### src/hdl/stpax_pkg.sv
// ----------------------------------------------------------------------------
// stpax_pkg
// Shared widths, command codes, register indexes, control structs and the
// quadrature transition decode for the two-axis stepper controller.
// ----------------------------------------------------------------------------
package stpax_pkg;

  localparam int COUNT_BITS  = 32;
  localparam int PERIOD_BITS = 27;
  localparam int CLK_BITS    = 27;
  localparam int RATE_BITS   = 20;
  localparam int MIN_PERIOD  = 4;
  localparam int DIV_CNT_BITS = $clog2(CLK_BITS + 1);
  localparam int CFG_IDX_BITS = 3;
  localparam int NUM_AXES    = 2;

  typedef enum logic [2:0] {
    CMD_NONE       = 3'd0,
    CMD_SET_STEP   = 3'd1,
    CMD_STOP       = 3'd2,
    CMD_SET_ENABLE = 3'd3,
    CMD_RESET_ENC  = 3'd4
  } cmd_e;

  typedef enum logic [CFG_IDX_BITS-1:0] {
    CFG_STEP_CLK0   = 3'd0,
    CFG_STEP_CLK1   = 3'd1,
    CFG_DIR_POL     = 3'd2,
    CFG_EN_ACT_HIGH = 3'd3,
    CFG_CNT_NEGATE  = 3'd4
  } cfg_idx_e;

  typedef enum logic [1:0] {
    ST_IDLE,
    ST_DIVIDE,
    ST_COMMIT
  } state_e;

  typedef enum logic [1:0] {
    QD_HOLD,
    QD_UP,
    QD_DOWN
  } quad_dir_e;

  // One step-clock tick as taken from the input channel
  typedef struct packed {
    logic [2:0]           cmd;
    logic                 axis_select;
    logic                 move_positive;
    logic [RATE_BITS-1:0] step_rate;
    logic                 enable_request;
    logic [1:0]           quad_ab_axis0;
    logic [1:0]           quad_ab_axis1;
    logic [3:0]           limit_levels_n;
  } item_t;

  typedef struct packed {
    logic capture;
    logic div_start;
    logic commit;
    logic use_held;
  } ctrl_cmd_t;

  typedef struct packed {
    logic slot_free;
    logic needs_div;
    logic div_busy;
  } ctrl_stat_t;

  // 4x decode: index is {previous AB, current AB}; double jumps count nothing
  function automatic quad_dir_e quad_decode(input logic [3:0] idx);
    quad_dir_e d;
    case (idx) inside
      4'd2, 4'd4, 4'd11, 4'd13: d = QD_UP;
      4'd1, 4'd7, 4'd8, 4'd14:  d = QD_DOWN;
      default:                  d = QD_HOLD;
    endcase
    return d;
  endfunction

endpackage

### src/hdl/stpax_div.sv
// ----------------------------------------------------------------------------
// stpax_div
// Restoring divider, one quotient bit per cycle: step clock over step rate.
// ----------------------------------------------------------------------------
module stpax_div
  import stpax_pkg::*;
(
  input  logic                 clk_i,
  input  logic                 rst_ni,
  input  logic                 start_i,
  input  logic [CLK_BITS-1:0]  dividend_i,
  input  logic [RATE_BITS-1:0] divisor_i,
  output logic                 busy_o,
  output logic [CLK_BITS-1:0]  quotient_o
);

  logic                    run_q, run_d;
  logic [DIV_CNT_BITS-1:0] cnt_q, cnt_d;
  logic [RATE_BITS-1:0]    rem_q, rem_d;
  logic [CLK_BITS-1:0]     quo_q, quo_d;
  logic [RATE_BITS-1:0]    dvs_q, dvs_d;
  logic [RATE_BITS:0]      rem_sh;
  logic [RATE_BITS:0]      diff;
  logic                    ge;

  assign rem_sh = {rem_q, quo_q[CLK_BITS-1]};
  assign ge     = rem_sh >= {1'b0, dvs_q};
  assign diff   = rem_sh - {1'b0, dvs_q};

  always_comb begin
    run_d = run_q;
    cnt_d = cnt_q;
    rem_d = rem_q;
    quo_d = quo_q;
    dvs_d = dvs_q;
    if (start_i) begin
      run_d = 1'b1;
      cnt_d = DIV_CNT_BITS'(CLK_BITS);
      rem_d = '0;
      quo_d = dividend_i;
      dvs_d = divisor_i;
    end else if (run_q) begin
      rem_d = ge ? diff[RATE_BITS-1:0] : rem_sh[RATE_BITS-1:0];
      quo_d = {quo_q[CLK_BITS-2:0], ge};
      cnt_d = cnt_q - DIV_CNT_BITS'(1);
      if (cnt_q == DIV_CNT_BITS'(1)) begin
        run_d = 1'b0;
      end
    end
  end

  always_ff @(posedge clk_i or negedge rst_ni) begin
    if (!rst_ni) begin
      run_q <= 1'b0;
      cnt_q <= '0;
    end else begin
      run_q <= run_d;
      cnt_q <= cnt_d;
    end
  end

  always_ff @(posedge clk_i) begin
    rem_q <= rem_d;
    quo_q <= quo_d;
    dvs_q <= dvs_d;
  end

  assign busy_o     = run_q;
  assign quotient_o = quo_q;

endmodule

### src/hdl/stpax_ctrl.sv
// ----------------------------------------------------------------------------
// stpax_ctrl
// Sequencer: takes ticks, parks set-step ticks on the divider, and commits.
// ----------------------------------------------------------------------------
module stpax_ctrl
  import stpax_pkg::*;
(
  input  logic       clk_i,
  input  logic       rst_ni,
  input  logic       in_valid_i,
  input  ctrl_stat_t stat_i,
  output logic       in_ready_o,
  output ctrl_cmd_t  cmd_o
);

  state_e state_q, state_d;

  always_comb begin
    state_d = state_q;
    case (state_q)
      ST_IDLE: begin
        if (in_valid_i && stat_i.slot_free && stat_i.needs_div) begin
          state_d = ST_DIVIDE;
        end
      end
      ST_DIVIDE: begin
        if (!stat_i.div_busy) begin
          state_d = ST_COMMIT;
        end
      end
      ST_COMMIT: begin
        if (stat_i.slot_free) begin
          state_d = ST_IDLE;
        end
      end
      default: state_d = ST_IDLE;
    endcase
  end

  always_comb begin
    in_ready_o = 1'b0;
    cmd_o      = '0;
    case (state_q)
      ST_IDLE: begin
        in_ready_o = stat_i.slot_free;
        if (in_valid_i && stat_i.slot_free) begin
          if (stat_i.needs_div) begin
            cmd_o.capture   = 1'b1;
            cmd_o.div_start = 1'b1;
          end else begin
            cmd_o.commit = 1'b1;
          end
        end
      end
      ST_COMMIT: begin
        cmd_o.use_held = 1'b1;
        cmd_o.commit   = stat_i.slot_free;
      end
      default: ;
    endcase
  end

  always_ff @(posedge clk_i or negedge rst_ni) begin
    if (!rst_ni) begin
      state_q <= ST_IDLE;
    end else begin
      state_q <= state_d;
    end
  end

endmodule

### src/hdl/stpax_dp.sv
// ----------------------------------------------------------------------------
// stpax_dp
// Axis state, step timers, encoder counters, config registers, result register.
// ----------------------------------------------------------------------------
module stpax_dp
  import stpax_pkg::*;
(
  input  logic                          clk_i,
  input  logic                          rst_ni,
  input  item_t                         item_i,
  input  ctrl_cmd_t                     cmd_i,
  output ctrl_stat_t                    stat_o,
  input  logic                          cfg_we_i,
  input  logic [CFG_IDX_BITS-1:0]       cfg_index_i,
  input  logic [CLK_BITS-1:0]           cfg_data_i,
  input  logic                          out_ready_i,
  output logic                          out_valid_o,
  output logic [NUM_AXES-1:0]           step_pins_o,
  output logic [NUM_AXES-1:0]           dir_pins_o,
  output logic [NUM_AXES-1:0]           enable_pins_o,
  output logic [NUM_AXES-1:0]           running_mask_o,
  output logic signed [COUNT_BITS-1:0]  position_count_o,
  output logic [3:0]                    limit_active_o
);

  // configuration
  logic [CLK_BITS-1:0] clk0_q, clk1_q;
  logic [1:0]          dir_pol_q;
  logic                en_high_q;
  logic [1:0]          negate_q;

  // per-axis state
  logic [COUNT_BITS-1:0]  qc_q  [NUM_AXES];
  logic [COUNT_BITS-1:0]  qc_d  [NUM_AXES];
  logic [1:0]             ab_q  [NUM_AXES];
  logic [1:0]             ab_d  [NUM_AXES];
  logic [PERIOD_BITS-1:0] pl_q  [NUM_AXES];
  logic [PERIOD_BITS-1:0] pl_d  [NUM_AXES];
  logic [PERIOD_BITS-1:0] dc_q  [NUM_AXES];
  logic [PERIOD_BITS-1:0] dc_d  [NUM_AXES];
  logic [1:0]             lim_q [NUM_AXES];
  logic [1:0]             lim_d [NUM_AXES];
  logic [NUM_AXES-1:0]    run_q, run_d;
  logic [NUM_AXES-1:0]    dpos_q, dpos_d;
  logic [NUM_AXES-1:0]    en_q, en_d;

  item_t                  held_q;
  item_t                  it;
  logic [CLK_BITS-1:0]    quotient;
  logic                   div_busy;
  logic [PERIOD_BITS-1:0] period_m1;
  logic [1:0]             ab_in [NUM_AXES];

  // result register
  logic                   out_valid_q;
  logic [NUM_AXES-1:0]    step_q, step_d;
  logic [NUM_AXES-1:0]    dirp_q, dirp_d;
  logic [NUM_AXES-1:0]    enp_q, enp_d;
  logic [NUM_AXES-1:0]    runm_q;
  logic [COUNT_BITS-1:0]  pos_q, pos_d;
  logic [3:0]             lima_q;

  assign it = cmd_i.use_held ? held_q : item_i;
  assign ab_in[0] = it.quad_ab_axis0;
  assign ab_in[1] = it.quad_ab_axis1;

  assign stat_o.slot_free = !out_valid_q || out_ready_i;
  assign stat_o.needs_div = (item_i.cmd == CMD_SET_STEP) && (item_i.step_rate != '0);
  assign stat_o.div_busy  = div_busy;

  stpax_div u_div (
    .clk_i      (clk_i),
    .rst_ni     (rst_ni),
    .start_i    (cmd_i.div_start),
    .dividend_i (it.axis_select ? clk1_q : clk0_q),
    .divisor_i  (it.step_rate),
    .busy_o     (div_busy),
    .quotient_o (quotient)
  );

  // floor the period; the quotient cannot exceed the period range
  always_comb begin
    if (quotient < CLK_BITS'(MIN_PERIOD)) begin
      period_m1 = PERIOD_BITS'(MIN_PERIOD - 1);
    end else begin
      period_m1 = PERIOD_BITS'(quotient) - PERIOD_BITS'(1);
    end
  end

  // one tick: advance timers, apply command, limit edges, encoder decode
  always_comb begin
    logic [PERIOD_BITS:0] half;
    logic [1:0]           cur;
    quad_dir_e            qd;
    logic [COUNT_BITS-1:0] pos;
    half = '0;
    cur  = '0;
    qd   = QD_HOLD;
    pos  = '0;
    run_d  = run_q;
    dpos_d = dpos_q;
    en_d   = en_q;
    for (int i = 0; i < NUM_AXES; i++) begin
      qc_d[i]  = qc_q[i];
      ab_d[i]  = ab_q[i];
      pl_d[i]  = pl_q[i];
      dc_d[i]  = dc_q[i];
      lim_d[i] = lim_q[i];
      if (run_q[i]) begin
        dc_d[i] = (dc_q[i] == '0) ? pl_q[i] : dc_q[i] - PERIOD_BITS'(1);
      end
    end

    case (cmd_e'(it.cmd))
      CMD_SET_STEP: begin
        if (it.step_rate != '0) begin
          dpos_d[it.axis_select] = it.move_positive;
          pl_d[it.axis_select]   = period_m1;
          dc_d[it.axis_select]   = period_m1;
          run_d[it.axis_select]  = 1'b1;
        end else begin
          run_d[it.axis_select] = 1'b0;
        end
      end
      CMD_STOP:       run_d[it.axis_select] = 1'b0;
      CMD_SET_ENABLE: en_d[it.axis_select] = it.enable_request;
      CMD_RESET_ENC: begin
        qc_d[it.axis_select] = '0;
        ab_d[it.axis_select] = ab_in[it.axis_select];
      end
      default: ;
    endcase

    for (int i = 0; i < NUM_AXES; i++) begin
      cur = it.limit_levels_n[2*i +: 2];
      // falling edge on a limit wins over a same-tick set step
      if ((lim_q[i] & ~cur) != 2'b00) begin
        run_d[i] = 1'b0;
      end
      lim_d[i] = cur;

      qd = quad_decode({ab_d[i], ab_in[i]});
      if (qd == QD_UP) begin
        qc_d[i] = qc_d[i] + COUNT_BITS'(1);
      end else if (qd == QD_DOWN) begin
        qc_d[i] = qc_d[i] - COUNT_BITS'(1);
      end
      ab_d[i] = ab_in[i];

      half      = ({1'b0, pl_d[i]} + (PERIOD_BITS+1)'(1)) >> 1;
      step_d[i] = run_d[i] && ({1'b0, dc_d[i]} < half);
      dirp_d[i] = ~(dir_pol_q[i] ^ dpos_d[i]);
      enp_d[i]  = ~(en_high_q ^ en_d[i]);
    end

    pos = qc_d[it.axis_select];
    if (negate_q[it.axis_select]) begin
      pos = COUNT_BITS'(0) - pos;
    end
    pos_d = pos;
  end

  always_ff @(posedge clk_i or negedge rst_ni) begin
    if (!rst_ni) begin
      clk0_q    <= CLK_BITS'(1000000);
      clk1_q    <= CLK_BITS'(1000000);
      dir_pol_q <= 2'b11;
      en_high_q <= 1'b1;
      negate_q  <= 2'b00;
    end else if (cfg_we_i) begin
      case (cfg_idx_e'(cfg_index_i))
        CFG_STEP_CLK0:   clk0_q    <= cfg_data_i;
        CFG_STEP_CLK1:   clk1_q    <= cfg_data_i;
        CFG_DIR_POL:     dir_pol_q <= cfg_data_i[1:0];
        CFG_EN_ACT_HIGH: en_high_q <= cfg_data_i[0];
        CFG_CNT_NEGATE:  negate_q  <= cfg_data_i[1:0];
        default: ;
      endcase
    end
  end

  always_ff @(posedge clk_i or negedge rst_ni) begin
    if (!rst_ni) begin
      for (int i = 0; i < NUM_AXES; i++) begin
        qc_q[i]  <= '0;
        ab_q[i]  <= '0;
        pl_q[i]  <= '0;
        dc_q[i]  <= '0;
        lim_q[i] <= 2'b11;
      end
      run_q  <= '0;
      dpos_q <= '0;
      en_q   <= '0;
    end else if (cmd_i.commit) begin
      for (int i = 0; i < NUM_AXES; i++) begin
        qc_q[i]  <= qc_d[i];
        ab_q[i]  <= ab_d[i];
        pl_q[i]  <= pl_d[i];
        dc_q[i]  <= dc_d[i];
        lim_q[i] <= lim_d[i];
      end
      run_q  <= run_d;
      dpos_q <= dpos_d;
      en_q   <= en_d;
    end
  end

  always_ff @(posedge clk_i or negedge rst_ni) begin
    if (!rst_ni) begin
      out_valid_q <= 1'b0;
    end else if (cmd_i.commit) begin
      out_valid_q <= 1'b1;
    end else if (out_ready_i) begin
      out_valid_q <= 1'b0;
    end
  end

  always_ff @(posedge clk_i) begin
    if (cmd_i.capture) begin
      held_q <= item_i;
    end
    if (cmd_i.commit) begin
      step_q <= step_d;
      dirp_q <= dirp_d;
      enp_q  <= enp_d;
      runm_q <= run_d;
      pos_q  <= pos_d;
      lima_q <= ~it.limit_levels_n;
    end
  end

  assign out_valid_o      = out_valid_q;
  assign step_pins_o      = step_q;
  assign dir_pins_o       = dirp_q;
  assign enable_pins_o    = enp_q;
  assign running_mask_o   = runm_q;
  assign position_count_o = signed'(pos_q);
  assign limit_active_o   = lima_q;

  a_commit_has_slot : assert property (@(posedge clk_i) disable iff (!rst_ni)
    cmd_i.commit |-> stat_o.slot_free)
    else $error("commit while result register is occupied");

  a_held_commit_div_done : assert property (@(posedge clk_i) disable iff (!rst_ni)
    (cmd_i.commit && cmd_i.use_held) |-> !div_busy)
    else $error("set step committed before quotient is ready");

  a_counter_in_period0 : assert property (@(posedge clk_i) disable iff (!rst_ni)
    1'b1 |-> dc_q[0] <= pl_q[0])
    else $error("axis 0 step counter above its period");

  a_counter_in_period1 : assert property (@(posedge clk_i) disable iff (!rst_ni)
    1'b1 |-> dc_q[1] <= pl_q[1])
    else $error("axis 1 step counter above its period");

endmodule

### src/hdl/stepper_axis_step_and_encoder.sv
// ----------------------------------------------------------------------------
// stepper_axis_step_and_encoder
// Two-axis stepper step generator with 4x quadrature decoders and limit stops.
// ----------------------------------------------------------------------------
// Timing: a tick is committed at its transfer and its result can transfer in the
//   following cycle; a set step tick with nonzero rate is committed once the divider is done.
// Throughput: one tick per cycle while the result register is free; a set step with
//   nonzero rate holds the input while the bit-serial period divider runs.
// Reset: axes stopped and disabled, counts zero, config at its defaults.
module stepper_axis_step_and_encoder
  import stpax_pkg::*;
(
  input  logic                          clk_i,
  input  logic                          rst_ni,
  input  logic                          in_valid_i,
  output logic                          in_ready_o,
  input  logic [2:0]                    cmd_i,
  input  logic                          axis_select_i,
  input  logic                          move_positive_i,
  input  logic [RATE_BITS-1:0]          step_rate_i,
  input  logic                          enable_request_i,
  input  logic [1:0]                    quad_ab_axis0_i,
  input  logic [1:0]                    quad_ab_axis1_i,
  input  logic [3:0]                    limit_levels_n_i,
  output logic                          out_valid_o,
  input  logic                          out_ready_i,
  output logic [NUM_AXES-1:0]           step_pins_o,
  output logic [NUM_AXES-1:0]           dir_pins_o,
  output logic [NUM_AXES-1:0]           enable_pins_o,
  output logic [NUM_AXES-1:0]           running_mask_o,
  output logic signed [COUNT_BITS-1:0]  position_count_o,
  output logic [3:0]                    limit_active_o,
  input  logic                          cfg_valid_i,
  output logic                          cfg_ready_o,
  input  logic [CFG_IDX_BITS-1:0]       cfg_index_i,
  input  logic [CLK_BITS-1:0]           cfg_data_i
);

  item_t      item;
  ctrl_cmd_t  ctrl_cmd;
  ctrl_stat_t ctrl_stat;

  assign item.cmd            = cmd_i;
  assign item.axis_select    = axis_select_i;
  assign item.move_positive  = move_positive_i;
  assign item.step_rate      = step_rate_i;
  assign item.enable_request = enable_request_i;
  assign item.quad_ab_axis0  = quad_ab_axis0_i;
  assign item.quad_ab_axis1  = quad_ab_axis1_i;
  assign item.limit_levels_n = limit_levels_n_i;

  assign cfg_ready_o = 1'b1;

  stpax_ctrl u_ctrl (
    .clk_i      (clk_i),
    .rst_ni     (rst_ni),
    .in_valid_i (in_valid_i),
    .stat_i     (ctrl_stat),
    .in_ready_o (in_ready_o),
    .cmd_o      (ctrl_cmd)
  );

  stpax_dp u_dp (
    .clk_i            (clk_i),
    .rst_ni           (rst_ni),
    .item_i           (item),
    .cmd_i            (ctrl_cmd),
    .stat_o           (ctrl_stat),
    .cfg_we_i         (cfg_valid_i),
    .cfg_index_i      (cfg_index_i),
    .cfg_data_i       (cfg_data_i),
    .out_ready_i      (out_ready_i),
    .out_valid_o      (out_valid_o),
    .step_pins_o      (step_pins_o),
    .dir_pins_o       (dir_pins_o),
    .enable_pins_o    (enable_pins_o),
    .running_mask_o   (running_mask_o),
    .position_count_o (position_count_o),
    .limit_active_o   (limit_active_o)
  );

endmodule
### config.mk
export PLATFORM = sky130hd
export DESIGN_NAME = stepper_axis_step_and_encoder
export DESIGN_NICKNAME = d
export VERILOG_FILES = /design/src/hdl/stpax_pkg.sv /design/src/hdl/stpax_div.sv /design/src/hdl/stpax_ctrl.sv /design/src/hdl/stpax_dp.sv /design/src/hdl/stepper_axis_step_and_encoder.sv
export SDC_FILE = /design/constraint.sdc
export NUM_CORES = 1
export LEC_CHECK = 0
export BUFFER_PORTS_ARGS = -buffer_cell sky130_fd_sc_hd__buf_2
export CORE_ASPECT_RATIO = 1.4
export CORE_MARGIN = 5
export CORE_UTILIZATION = 45
export CTS_CLUSTER_DIAMETER = 50
export DETAILED_ROUTE_END_ITERATION = 12
export HOLD_SLACK_MARGIN = 0.15
export PLACE_DENSITY = 0.76
export SLEW_MARGIN = 20
export SYNTH_ARGS = -nofsm -noshare
export SYNTH_HDL_FRONTEND = slang
export SYNTH_HIERARCHICAL = 1
export SYNTH_SLANG_ARGS = --single-unit
### constraint.sdc
create_clock -name clk_i -period 5.9 [get_ports clk_i]
set_clock_uncertainty 0.1 [all_clocks]
set_input_delay 0.295 -clock clk_i [delete_from_list [all_inputs] [get_ports clk_i]]
set_output_delay 0.295 -clock clk_i [all_outputs]
set_load 0.02 [all_outputs]
### Word-level counts from Yosys, hierarchy flattened

Cells that the tools add are included.

* bits in registers: 399
* input bits: 69
* output and inout port bits: 47
* logic and storage cells: 213

* add/sub/neg operators: 12
* magnitude comparators: 8
* eq/ne operators: 35
* multiplexer cells: 71
* bitwise gates (word level): 19
* reductions and logical operators: 29

Operators by type and width (count)
* $mux 32: 9
* $mux 27: 9
* $mux 54: 4
* $bwmux 54: 2
* $sub 27x1->27 const B: 3
* $add 32x1->32 const B: 2
* $and 64x64->64: 1
* $mux 64: 1
* $not 64->64: 1
* $sub 32x1->32 const B: 2
* $add 27x1->28 const B: 2
* $logic_not 27->1: 2
* $lt 27x27->1: 2
* $reduce_bool 20->1: 2
* $mux 2: 17
* $mux 34: 1
* $demux 32 s1: 1
* $eq 4x4->1 const B: 8
* $sub 1x32->32 const A: 1
* $demux 27 s1: 1
* $lt 27x3->1 const B: 1
* $ge 21x20->1: 1
* $mux 20: 1
* $sub 20x20->20: 1
* 43 further kinds: 99

### Depth between registers and ports, before layout

Gate-level depths: netlist of run 1.

* word-level depth: 22
* depth in mapped cells: 34
* gate-level depth less buffers: 28

### By module

Netlist of run 1, hierarchy kept.

By module, submodules not included
* stpax_dp: instances 1, cells each 2820, area each 23802.8 sq um, sequential area each 8524.4 sq um
* stpax_div: instances 1, cells each 377, area each 4106.4 sq um, sequential area each 1961.9 sq um
* stpax_ctrl: instances 1, cells each 15, area each 127.6 sq um, sequential area each 50.0 sq um
* stepper_axis_step_and_encoder: instances 1, cells each 2, area each 11.3 sq um, sequential area each 0.0 sq um

### Worst setup path before layout of run 1

Ideal clock, no wire load.

* path kind: register to register
* start: reg u_ctrl.state_q[1]
* end: reg u_dp.step_q[0], in the netlist u_dp/step_pins_o[0] (data pin)
* library setup time: 0.130 ns
* arrival: 5.950 ns
* required time: 5.670 ns
* path slack: -0.280 ns
* stages on the path, launching flop included: 34
* buffers on the path: 6
* clock period less this slack: 6.180 ns
* path through: dfrtp_1 -> inv_1 -> nor2_1 -> buf_4 -> buf_6 -> nand4b_1 -> a221o_1 -> clkbuf_1 -> and3_1 -> clkbuf_1 -> clkbuf_1 -> clkbuf_1 -> nor2_1 -> a21oi_1 -> ha_1 -> nand3_1 -> a31oi_1 -> a41oi_1 -> or2_2 -> or3_1 -> nor2_1 -> xor2_1 -> o21ai_0 -> ha_1 -> a21o_1 -> a21o_1 -> a21o_1 -> a21o_1 -> a21o_1 -> a21o_1 -> a21oi_1 -> and4b_1 -> o221ai_1 -> o211a_1

RTL lines
* start: declaration: line stpax_ctrl.sv:16 `state_e state_q, state_d;`
* start signal: assignment: line stpax_ctrl.sv:67 `state_q <= state_d;`
* end signal: assignment: line stpax_dp.sv:223 `step_q <= step_d;`
* end: declaration: line stpax_dp.sv:56 `logic [NUM_AXES-1:0] step_q, step_d;`

==> impl_metrics.tcl, run 1 <==
set metrics [dict create \
    cts_tree "yes" \
    gp_congestion 1.03 \
    status "complete, no violations" \
    die_x_um 221 \
    rr_startpoint "u_ctrl/state_q[1]" \
    crit_path_top_delay_cell "a221o_1" \
    pwr-share-comb_pct 48.1 \
    ys_top_cells_by_area "dfrtp_1 21%, edfxtp_1 13%, mux2_2 6.8%, nand2_1 6.0%, o21ai_0 4.1%" \
    place_area_um2 29700 \
    cap_violations 0 \
    yosysWarnings 6 \
    wl_um 90000 \
    finalSetupViolations 0 \
    route.detailed.drc 0 \
    numClockSinks 399 \
    cp.arrival_ns 6.04 \
    viasPerCell 6.25 \
    async_reset_ff_share_pct 63.7 \
    path_class "reg -> reg" \
    p_int_mw 8.61 \
    fmax_mhz 176 \
    area_delta_synth_final_pct 14.7 \
    clock_power_share_pct 20.1 \
    worst_path_most_repeated_cell "a21o_1" \
    synth.distinct_cells 119 \
    p_leak_nw 12.7 \
    final.period_utilization_pct 96.4 \
    synth_fp_nets 3368 \
    yosysSeqAreaShare_pct 37.6 \
    hpwl_um 63500 \
    fin_nets 3512 \
    cp_top_family "compound AO/OA/AOI/OAI gates" \
    gr-usage-all-layers_pct 25.4 \
    fin_hold_ws_ns 0.176 \
    clk_path_buf_depth 3 \
    rows 108 \
    worstSetupStartpoint "u_ctrl/state_q[1]" \
    grt_max_degree 174 \
    firstDrtPassIters 6 \
    synthCells 3214 \
    hold_path_class "in -> async" \
    seqPwrFrac_pct 31.8 \
    htree_num_levels 2 \
    synth_top_area_cell "dfrtp_1" \
    power.total_mw 15.5 \
    min_period_ns 5.69 \
    wl_per_cell_um 21.3 \
    io_pins 116 \
    grt_overflow_total 0 \
    worstSetupEndpointType "flip-flop" \
    antenna_found_initial 2 \
    power_density_nw_per_um2 481 \
    yosysMostFrequentCell "nand2_1" \
    nFillCells 5752 \
    cp.buffers_inverters 2 \
    vias 26400 \
    crit_path_max_fanout 13 \
    cts_made_buffers 47 \
    p_sw_mw 6.87 \
    synthTopCellsByCount "450 x nand2_1, 249 x nor2_1, 233 x dfrtp_1" \
    netlist_area_um2 28000 \
    finalInstanceArea_um2 32200 \
    drv_slew 0 \
    cp_slowest_stage_delay_ns 0.49 \
    switching_share_pct 44.4 \
    max_slew_margin_pct 20.4 \
    final_antenna_net_count 0 \
    grt_pass1_vias 25700 \
    ys.flop_type "dfrtp_1" \
    core_um2 61900 \
    ys_ff_latch 399 \
    drive_gt1_share_pct 17.5 \
    insertion_delay_ns 0.61 \
    peakVddDrop_mv 0.290 \
    hold_viol_final 0 \
    die_h_um 305 \
    grt_pass1_wl_um 141000 \
    clkTransAtPathRegs_ns 0.06 \
    avgSynthCellArea_um2 8.73 \
    dieArea_um2 67500 \
    cts-root-buf "clkbuf_16" \
    drt_iter0_drc 2330 \
    initial_core_util_pct 45.3 \
    synth-edff-count 125 \
    tightest_slew_ns 1.19 \
    required_ns 6.26 \
    synth_top_cell_area_share_pct 20.8 \
    io_buffer_count 114 \
    worstSetupStartpointType "flip-flop" \
    tns_ns 0 \
]
-- area by class of cell --
| class | count | area, um2 | share of cell area, % |
|---|---|---|---|
| timing repair buffer | 296 | 2170 | 6.75 |
| clock inverter | 31 | 368 | 1.14 |
| multi-input combinational | 2537 | 16500 | 51.3 |
| inverter | 77 | 292 | 0.906 |
| tap | 825 | 1030 | 3.21 |
| sequential | 399 | 10500 | 32.7 |
| clock buffer | 57 | 1270 | 3.96 |
| antenna | 1 | 2.50 | 0.00778 |
-- placed cells by master, fill, tap and decap left out, types with 12 or more instances in the layout --
| cell | count |
|---|---|
| nand2_1 | 450 |
| a21oi_1 | 161 |
| a31oi_1 | 34 |
| dfstp_2 | 21 |
| o31ai_1 | 40 |
| a22o_1 | 12 |
| and3_1 | 39 |
| o22ai_1 | 18 |
| xnor2_1 | 87 |
| or4_1 | 33 |
| dfrtp_1 | 232 |
| and2_1 | 19 |
| buf_2 | 113 |
| dlygate4sd3_1 | 70 |
| or3_1 | 38 |
| mux2i_1 | 51 |
| o211ai_1 | 16 |
| a21o_1 | 41 |
| or2_2 | 20 |
| ha_1 | 82 |
| nand3_1 | 90 |
| nor3_1 | 114 |
| xor2_1 | 64 |
| nor2_1 | 245 |
| buf_4 | 108 |
| a32oi_1 | 14 |
| o21ai_0 | 228 |
| inv_1 | 74 |
| mux2_2 | 170 |
| nand4_1 | 65 |
| a211oi_1 | 20 |
| nor4_1 | 57 |
| clkbuf_16 | 48 |
| edfxtp_1 | 125 |
| nor2b_1 | 15 |
| dfxtp_1 | 20 |
| nand2b_1 | 31 |
-- sequential cells by signal, summed over array words and instances (netlist names), 5 cells and up --
| name | count |
|---|---|
| u_dp/clk1_q | 27 |
| u_dp/pl_q | 54 |
| u_dp/held_q | 34 |
| u_dp/u_div/rem_q | 20 |
| u_dp/dc_q | 54 |
| u_dp/position_count_o | 32 |
| u_dp/clk0_q | 27 |
| u_dp/qc_q | 64 |
| u_dp/u_div/cnt_q | 5 |
| u_dp/u_div/quotient_o | 27 |
| u_dp/u_div/dvs_q | 20 |
-- final timing paths --
kind,depth (start not counted),endpoint,slack [ns]
setup / recovery,28,u_dp/step_pins_o[0],0.21
hold reg to reg,2,u_dp/dpos_q[1],0.39
min in group clk_i,2,u_dp/held_q[8],0.35
hold / removal,2,u_dp/qc_q[57],0.18
setup reg to reg,28,u_dp/step_pins_o[0],0.21
max in group asynchronous,3,u_dp/clk1_q[13],4.05
-- metal layers --
| metal | track usage, % | vias to the layer above | share of wire (%) |
|---|---|---|---|
| met1 | 29.9 | 12700 | 38 |
| met3 | 3.19 | 376 | 6.1 |
| met2 | 43.6 | 1205 | 49 |
| met5 | 0 | - | 0.020 |
| met4 | 16.7 | 2 | 7.6 |
| li1 | - | 12100 | - |
-- per-stage QoR --
stage | utilization [%] | setup WS [ns] | instances
4_1_cts | 51.8 | 0.0308 | 4216
3_3_place_gp | 48.0 | 0.0415 | 4058
2_1_floorplan | - | 0.0248 | 3214
3_5_place_dp | 48.0 | -0.00567 | 4058
6_report | 52.0 | 0.211 | 4223
5_1_grt | 52.0 | -0.155 | 4222
-- power by group through the flow --
stage	clock network (mW)	logic [mW]	registers, mW
final	3.10	7.44	4.93
after global routing	3.26	8.10	5.05
after CTS	3.15	7.29	4.89
after detailed placement	0	7.20	4.93
after global placement	0	7.08	4.91
after floorplan	0	5.10	4.69
-- logic make-up (layout without fill, tap and decap cells) --
family                   after synthesis  count (layout)  share of synthesized area [%]
other                                  1               2                         0.0134
XOR/XNOR                             157             157                           5.05
adder cells (fa/ha/maj)               86              86                           3.85
AO/OA/AOI/OAI                        756             756                           17.3
buffers and inverters                278             461                           4.10
flip-flops                           399             399                           37.6
multiplexers                         226             226                           8.94
AND/OR/NAND/NOR                     1311            1311                           23.1
-- timing repair --
item / CTS / global route
endpoints found under the setup margin: 1 / 1
gates resized for setup: 3 / 13
hold endpoints to repair: 209 / 0
buffers inserted: 0 / 6
pin swaps: 1 / 6
hold buffers: 70 / 0
Note: power is estimated with default switching activity, not from simulation.
==> inputs of run 2 (changes only) <==
--- a/config.mk
+++ b/config.mk
@@ -18,3 +18,2 @@
 export SYNTH_HDL_FRONTEND = slang
-export SYNTH_HIERARCHICAL = 1
 export SYNTH_SLANG_ARGS = --single-unit
==> constraint.sdc (replaced) <==
create_clock -name clk_i -period 5.9 [get_ports clk_i]
set_clock_uncertainty 0.1 [all_clocks]
set_input_delay 0.59 -clock clk_i [delete_from_list [all_inputs] [get_ports clk_i]]
set_output_delay 0.59 -clock clk_i [all_outputs]
set_load 0.02 [all_outputs]
==> impl_metrics.tcl, run 2 <==
set metrics [dict create \
    status "complete, no violations" \
    insertion_delay_ns 0.61 \
    power_density_nw_per_um2 513 \
    vias 25700 \
    nFillCells 5592 \
    gp_congestion 1.00 \
    multi_input_comb_area_um2 15900 \
    synthCells 3264 \
    die_h_um 302 \
    drive_gt1_share_pct 14.1 \
    drv_slew 0 \
    async_reset_ff_share_pct 63.7 \
    synth_top_area_cell "dfrtp_1" \
    yosysMostFrequentCell "nand2_1" \
    cts_made_buffers 44 \
    hpwl_um 62400 \
    grt_overflow_total 0 \
    fmax_mhz 181 \
    synthTopCellsByCount "607 x nand2_1, 255 x o21ai_0, 239 x nor2_1" \
    cts_tree "yes" \
    hold_depth 2 \
    crit_path_max_fanout 9 \
    finalSetupViolations 0 \
    netlist_area_um2 27400 \
    cap_violations 0 \
    top_register "u_dp.qc_q" \
    grt_max_degree 138 \
    fin_nets 3536 \
    synth.distinct_cells 95 \
    tns_ns 0 \
    die_x_um 218 \
    io_buffer_count 114 \
    rr_startpoint "u_dp.u_div.quotient_o[0]" \
    grt_pass1_vias 24600 \
    layout_commonest_cell "nand2_1" \
    grt_pass1_wl_um 136000 \
    final_antenna_net_count 0 \
    p_leak_nw 13.1 \
    hold_path_class "in -> reg" \
    final.period_utilization_pct 93.6 \
    viasPerCell 6.06 \
    initial_core_util_pct 45.1 \
    rows 107 \
    synth_fp_nets 3418 \
    firstDrtPassIters 6 \
    synth_top_cell_area_share_pct 21.3 \
    cts-root-buf "clkbuf_16" \
    required_ns 6.15 \
    ff2ff_path_depth 18 \
    min_period_ns 5.52 \
    clkTransAtPathRegs_ns 0.07 \
    ys_top_cells_by_area "dfrtp_1 21%, edfxtp_1 14%, nand2_1 8.3%, o21ai_0 4.7%, mux2_2 3.9%" \
    path_class "reg -> reg" \
    avgSynthCellArea_um2 8.39 \
    numClockSinks 399 \
    area_delta_synth_final_pct 14.1 \
    tightest_slew_ns 1.11 \
    worstSetupStartpointType "flip-flop" \
    yosysSeqAreaShare_pct 38.5 \
    wl_per_cell_um 20.5 \
    yosysWarnings 0 \
    rsz0062_at_grt "no" \
    antenna_found_initial 5 \
    dieArea_um2 65900 \
    min_from "cfg_data_i[18]" \
    final-seq-area_um2 10500 \
    drt_iter0_drc 2492 \
    reg.largest.list "u_dp.qc_q x64, u_dp.dc_q x54, u_dp.pl_q x54" \
    clk_path_buf_depth 3 \
    ys.flop_type "dfrtp_1" \
    max_slew_margin_pct 26.1 \
    worstSetupStartpoint "u_dp.u_div.quotient_o[0]" \
    hold_viol_final 0 \
    worstSetupEndpointType "flip-flop" \
    ys_ff_latch 399 \
    io_pins 116 \
    largest_reg_flops 64 \
    fin_util_pct 51.5 \
    synth-edff-count 125 \
    route.detailed.drc 0 \
    cp.arrival_ns 5.77 \
    most-common-layout-cells "606 x nand2_1, 253 x o21ai_0, 237 x nor2_1" \
    wl_um 86900 \
    core_um2 60600 \
    htree_num_levels 2 \
    gr-usage-all-layers_pct 25.5 \
    peakVddDrop_mv 0.298 \
]
## run 2: cell families after synthesis
group                      after synthesis  share of synthesized area (%)
and+or+nand+nor                       1418                           24.6
other                                    1                         0.0137
AOI/OAI and AO/OA                      760                           17.5
muxes                                  172                           6.74
xor gates and xnor gates               148                           4.86
adders and majority gates               85                           3.91
buffers and inverters                  281                           3.96
DFF                                    399                           38.5
## run 2: routing by layer
layer | up-vias | GRT usage [%] | routed length (um)
li1 | 12100 | - | -
met1 | 12300 | 29.8 | 32200
met2 | 1028 | 43.8 | 42800
met3 | 299 | 2.58 | 4870
met4 | 2 | 18.2 | 7050
met5 | - | 0 | 13
## run 2: critical path, cell delays in order (launching register included)
cell and delay [ns]:
edfxtp_1 0.54, nor2_1 0.51, nor4b_1 0.55, xnor2_1 0.27
a211oi_1 0.24, buf_4 0.19, nand3_1 0.10, a221o_1 0.38
nor4_1 0.30, buf_4 0.17, or4b_1 0.43, ha_1 0.30
nand4_1 0.18, nor4_2 0.33, nor3b_1 0.28, a21oi_1 0.11
o211ai_1 0.11, a21oi_1 0.06, o21a_1 0.11
## run 2: final cells by class
type | count | share of cell area [%]
clock buffers | 54 | 3.81
diodes | 3 | 0.0240
clock inverters | 28 | 0.981
repair buffers | 273 | 6.27
well taps | 817 | 3.27
flip-flops and latches | 399 | 33.7
inverters | 80 | 0.985
multi-input cells | 2584 | 50.9
## run 2: path summary, 6_finish.rpt
kind                                         to  slack, ns
hold reg to reg            u_dp.u_div.rem_q[19]       0.38
setup / recovery            u_dp.step_pins_o[1]       0.38
max in group asynchronous         u_dp.qc_q[44]       3.94
setup reg to reg            u_dp.step_pins_o[1]       0.38
hold / removal                  u_dp.clk0_q[18]       0.17
min in group asynchronous         u_dp.dc_q[50]       0.47
## run 2: what timing repair did
item	4_1_cts	5_1_grt
gates resized for setup	0	8
hold buffers	53	0
endpoints found under the hold margin	174	0
endpoints found under the setup margin	0	1
setup buffers	0	1
## run 2: power breakdown
part	internal [mW]	leakage (nW)	switching, mW
Combinational	3.07	7.76	4.90
Sequential	3.99	4.56	1.16
Clock	1.64	0.735	1.25
Total	8.70	13.1	7.31
## run 2: per-stage QoR
step | power [mW] | setup slack (ns) | hold slack [ns] | area, um2 | std cells
floorplan | 10.4 | 0.160 | 0.194 | 27400 | 3264
global route | 17.0 | 0.0584 | 0.158 | 31200 | 4237
finish | 16.0 | 0.376 | 0.169 | 31200 | 4238
global placement | 12.8 | 0.311 | 0.364 | 29100 | 4099
detailed placement | 12.9 | 0.258 | 0.366 | 29100 | 4099
CTS | 15.9 | 0.291 | 0.150 | 31200 | 4234
